===== src/hw/rtl/slnt_pkg.sv =====
// Shared sizes, result codes and controller/datapath interface types for
// the sorted line number table. No dependencies.
package slnt_pkg;

  localparam int TABLE_DEPTH = 256;
  localparam int IDX_W       = $clog2(TABLE_DEPTH);
  localparam int CNT_W       = IDX_W + 1;

  localparam int KEY_W  = 16;
  localparam int OFF_W  = 16;
  localparam int STAT_W = 3;
  localparam int POS_W  = 8;
  localparam int ECNT_W = 9;

  localparam logic OP_INSERT = 1'b0;
  localparam logic OP_FIND   = 1'b1;

  typedef enum logic [STAT_W-1:0] {
    ST_INSERTED  = 3'd0,
    ST_UPDATED   = 3'd1,
    ST_FOUND     = 3'd2,
    ST_NOT_FOUND = 3'd3,
    ST_FULL      = 3'd4
  } result_t;

  // What the datapath loads into the result registers.
  typedef enum logic [1:0] {
    OUT_ZERO,
    OUT_HIT_READ,
    OUT_HIT_NEW,
    OUT_SLOT_NEW
  } out_mode_t;

  typedef struct packed {
    logic      load;
    logic      scan;
    logic      update_wr;
    logic      shift;
    logic      fill;
    logic      out_load;
    out_mode_t out_mode;
  } dp_cmd_t;

  typedef struct packed {
    logic is_find;
    logic hit;
    logic miss;
    logic full;
    logic shift_done;
  } dp_stat_t;

endpackage


===== src/hw/rtl/slnt_ctrl.sv =====
// Controller of the sorted line number table: sequences scan, update,
// shift and fill, and raises the result strobe. Uses slnt_pkg.
module slnt_ctrl import slnt_pkg::*; (
  input  logic    clk,
  input  logic    rst,
  input  logic    start,
  input  dp_stat_t stat,
  output dp_cmd_t cmd,
  output logic    busy,
  output logic    done,
  output result_t status
);

  typedef enum logic [1:0] {
    S_IDLE,
    S_SCAN,
    S_SHIFT
  } state_t;

  state_t  state;
  state_t  state_next;
  logic    done_next;
  result_t status_next;

  always_comb begin
    cmd         = '0;
    cmd.out_mode = OUT_ZERO;
    state_next  = state;
    done_next   = 1'b0;
    status_next = status;
    case (state)
      S_IDLE: begin
        cmd.load = start;
        if (start) begin
          state_next = S_SCAN;
        end
      end
      S_SCAN: begin
        cmd.scan = 1'b1;
        if (stat.hit) begin
          cmd.out_load = 1'b1;
          done_next    = 1'b1;
          state_next   = S_IDLE;
          if (stat.is_find) begin
            cmd.out_mode = OUT_HIT_READ;
            status_next  = ST_FOUND;
          end else begin
            cmd.update_wr = 1'b1;
            cmd.out_mode  = OUT_HIT_NEW;
            status_next   = ST_UPDATED;
          end
        end else if (stat.miss) begin
          if (stat.is_find || stat.full) begin
            cmd.out_load = 1'b1;
            done_next    = 1'b1;
            state_next   = S_IDLE;
            status_next  = stat.is_find ? ST_NOT_FOUND : ST_FULL;
          end else begin
            state_next = S_SHIFT;
          end
        end
      end
      S_SHIFT: begin
        cmd.shift = 1'b1;
        if (stat.shift_done) begin
          cmd.fill     = 1'b1;
          cmd.out_load = 1'b1;
          cmd.out_mode = OUT_SLOT_NEW;
          done_next    = 1'b1;
          status_next  = ST_INSERTED;
          state_next   = S_IDLE;
        end
      end
      default: begin
        state_next = S_IDLE;
      end
    endcase
  end

  always_ff @(posedge clk) begin
    if (rst) begin
      state  <= S_IDLE;
      done   <= 1'b0;
      status <= ST_INSERTED;
    end else begin
      state  <= state_next;
      done   <= done_next;
      status <= status_next;
    end
  end

  assign busy = (state != S_IDLE);

  a_done_idle: assert property (@(posedge clk) disable iff (rst)
    done |-> !busy)
    else $error("result strobe while still busy");

  a_start_busy: assert property (@(posedge clk) disable iff (rst)
    (start && !busy) |=> busy)
    else $error("accepted item did not start work");

  a_done_pulse: assert property (@(posedge clk) disable iff (rst)
    done |=> !done)
    else $error("result strobe longer than one cycle");

endmodule


===== config.mk =====
export PLATFORM = sky130hd
export DESIGN_NAME = slnt_ctrl
export DESIGN_NICKNAME = d
export VERILOG_FILES = /design/src/hw/rtl/slnt_pkg.sv /design/src/hw/rtl/slnt_ctrl.sv
export SDC_FILE = /design/constraint.sdc
export NUM_CORES = 1
export LEC_CHECK = 0
export BUFFER_PORTS_ARGS = -buffer_cell sky130_fd_sc_hd__buf_2
export CAP_MARGIN = 20
export CORE_AREA = 4 4 41 43
export CTS_CLUSTER_DIAMETER = 50
export CTS_CLUSTER_SIZE = 10
export DETAILED_ROUTE_END_ITERATION = 10
export DIE_AREA = 0 0 45 47
export PLACE_DENSITY = 0.73
export SLEW_MARGIN = 5
export SYNTH_ARGS = -nofsm -noshare
export SYNTH_HDL_FRONTEND = slang
export SYNTH_SLANG_ARGS = --single-unit

===== constraint.sdc =====
create_clock -name clk -period 2.7 [get_ports clk]
set_clock_uncertainty 0.15 [all_clocks]
set_input_delay 0.27 -clock clk [delete_from_list [all_inputs] [get_ports clk]]
set_output_delay 0.27 -clock clk [all_outputs]
set_load 0.1 [all_outputs]

==> flow_results.org <==
** Run status
- The run finished with clean final reports.

** Worst setup path
- Worst EP arrival :: 1710 ps
- At the worst endpoint, the required time is 2280 ps.
- STA classifies the critical path startpoint as a register.
- Category of the most critical setup path :: reg2out
- Of all nets on the critical path, the largest fanout is 7.
- Crit. End Element :: output pin

** Detailed routing
- Number of antenna-violating nets in the routed design :: 0
- Residual DRC :: 0
- Summed over all layers, the routed wires come to 1.053 mm.
- Before antenna repair, the detailed router went through 3 iterations.
- Average routed wire per standard cell :: 11.70 microns
- Count of vias placed by the detailed router :: 431
- Iteration-0 DRC Markers :: 1
- Average via count per standard cell :: 4.789

** Placement
- Input and output buffers added on the ports amount to 20.
- Final weighted congestion in routability-driven placement :: 0.7484
- The placed instances occupy a cell area of 629.4 sq um.
- Placed Cells :: 87
- Once detailed placement completed, the half-perimeter wirelength came to 875.4 microns.

** Die
- Starting utilization of the core area :: 39.04%
- Measured along the x axis, the die boundary spans 45 microns.
- Die Outline Area :: 2115 sq um
- I/O pin count :: 21
- Core outline area :: 1301 sq um
- Number of rows in the core area :: 13
- Die height :: 47 microns

** Clock network
- Library cell used as clock root buffer :: clkbuf_4
- The clock passes through at most 2 buffers.
- The number of hold buffers added after CTS was 0.
- CTS tree :: yes
- For this design, the sink count on the clock tree is 6.
- Clock-pin transition on the worst setup and hold timing paths :: 40 ps
- Cts bufs inserted :: 3
- Post-CTS timing repair inserted 0 buffers for setup.
- CTS H-Tree Depth :: 1
- Worst skew pair latency :: 240 ps
- In this run, post-CTS repair resized a total of 0 instances.

** Min path
- Class of the tightest hold or removal check :: in2reg

** GRT
- The number of global-route vias before repair was 417.
- Entering global routing, the biggest net connects 12 pins.
- For this run, the total global-route usage over all layers was measured as 11.31%.
- The initial antenna violation count was 0.
- Global-route wire length before repair :: 1.690 mm
- For this run the aggregate overflow at the end of global routing stands at 0.

** Synth
- Number of distinct library cell variants in the gate-level netlist after synthesis :: 22
- The share of the Yosys chip area taken by registers is 23.65%.
- Yosys synthesis warning count :: 0
- Averaged over all synthesized cells, the footprint is 9.407 sq um.
- When the netlist entered floorplanning its net count stood at 69.
- The largest total area in the synthesized netlist belongs to dfxtp_1.
- Flip-flop and latch count after synthesis :: 6
- In the post-synthesis netlist, the biggest area contributors are dfxtp_1 (24%), ha_1 (17%), mux2i_1 (9.9%).
- Post-synth top area share :: 23.65%
- Synthesis produced a netlist whose cell count is 54.
- Mapped cell area :: 508.0 sq um

** Job
- Maximum Capacitance Violations :: 0

** Final layout
- Nets :: 92
- Final instance area :: 651.9 sq um
- Synthesis-to-layout area growth :: 28.33%
- Of the cells placed in the final design, the portion with a size suffix greater than 1 is 46.67%.
- Number of inserted diodes :: 0
- Number of fillers in the final layout :: 140
- Final std cells w/o fill :: 90

** STA
- TNS Setup :: 0 ps
- Subtracting the final worst setup slack from the clock period gives 2125 ps.
- Endpoints failing setup :: 0
- Slew at the pin closest to its max-slew limit :: 496.5 ps
- The number of endpoints with negative hold slack in the final report is 0.
- Setup repair after global routing missed its margin :: no
- Remaining max-slew budget at the tightest pin :: 67.13%
- Final slew viol count :: 0
- Share of the cycle needed by the critical path after routing :: 78.70%
- Derived from the worst setup path, the maximum achievable clock frequency is 470.6 MHz.

** Pwr
- Reported leakage power :: 0.3138 nW
- Power spread over the standard cell area amounts to 660.3 nW/um^2.
- Max IR drop VDD :: 0.0003733 V
[worst paths after layout]
kind	start	end	slack, ps	cells past startpoint
worst min-delay path	stat[1]	state[1]	230	4
worst max register to register	state[0]	status[1]	990	5
worst max-delay path	state[0]	cmd[1]	570	6
worst min register to register	status[2]	status[2]	320	2
[worst max-delay path, cell delays in order, from the launching register on]
cell and delay [ps]:
dfxtp_1 370, inv_1 100, ha_2 230, nand2_1 180, clkinvlp_4 120, o21a_2 190, buf_2 280
[sequential cells by signal, indices dropped and copies added, names as in the netlist]
name,count
done,1
state,2
status,3
[stage by stage]
| step | power [mW] | hold slack (ps) | setup WS, ps | utilization, % |
|---|---|---|---|---|
| 3_3_place_gp | 0.3457 | 308.6 | 841.7 | 48.37 |
| 6_report | 0.4305 | 229.3 | 575.0 | 50.10 |
| 3_5_place_dp | 0.3486 | 313.6 | 830.5 | 48.37 |
| 5_1_grt | 0.4554 | 248.6 | 451.1 | 50.10 |
| 4_1_cts | 0.4369 | 219.5 | 560.0 | 50.10 |
| 2_1_floorplan | 0.3127 | 308.2 | 117.8 | - |
[placed cells by master (no fill, tap or decap), types with 2 or more instances in the layout]
cell	count
buf_2	20
nand2b_1	8
dfxtp_1	6
inv_1	5
mux2i_1	5
ha_1	5
clkbuf_4	3
nand2_1	2
nor2b_1	2
or3b_2	2
ha_2	2
[final cells by class]
| cell class | count | area, sq um | share of cell area (%) |
|---|---|---|---|
| multi-input combinational | 40 | 364.1 | 55.85 |
| inverter | 6 | 26.28 | 4.031 |
| clock buffer | 3 | 22.52 | 3.455 |
| sequential | 6 | 120.1 | 18.43 |
| tap | 15 | 18.77 | 2.879 |
| timing repair buffer | 20 | 100.1 | 15.36 |
[kinds of logic (layout without fill, tap and decap cells)]
family / after synthesis / after routing / synth area share, %
AND/OR/NAND/NOR: 22 / 22 / 34.73
buffers and inverters: 8 / 29 / 6.650
adder cells (fa/ha/maj): 7 / 7 / 17.24
AO/OA/AOI/OAI: 6 / 6 / 7.878
flip-flops: 6 / 6 / 23.65
multiplexers: 5 / 5 / 9.853
[synth_stat cells]
| cell | n |
|---|---|
| a21boi_0 | 2 |
| nand2b_1 | 8 |
| dfxtp_1 | 6 |
| and2_2 | 1 |
| ha_1 | 7 |
| and2_1 | 1 |
| mux2i_1 | 5 |
| nor3b_4 | 1 |
| nor4b_2 | 1 |
| nor4_4 | 1 |
| o21a_1 | 2 |
| or3_1 | 1 |
| clkbuf_1 | 1 |
| a21oi_1 | 1 |
| nor3_2 | 1 |
| nor2b_1 | 2 |
| buf_4 | 1 |
| or3b_2 | 2 |
| o21ai_0 | 1 |
| nor2_1 | 1 |
| inv_1 | 6 |
| nand2_1 | 2 |
[where the power goes]
group,switching [mW],total [mW],internal [mW]
Combinational,0.185,0.242,0.0569
Sequential,0.00599,0.104,0.0982
Clock,0.0337,0.0841,0.0504
[routing by layer]
layer / global-route usage (%) / vias to the layer above / part of all wire [%]
li1: - / 222 / -
met3: 3.065 / 2 / 7.4
met5: 0 / - / 0
met4: 7.018 / 0 / 2.0
met1: 14.84 / 192 / 46
met2: 16.38 / 15 / 44
Power figures use the tool's default switching activity.
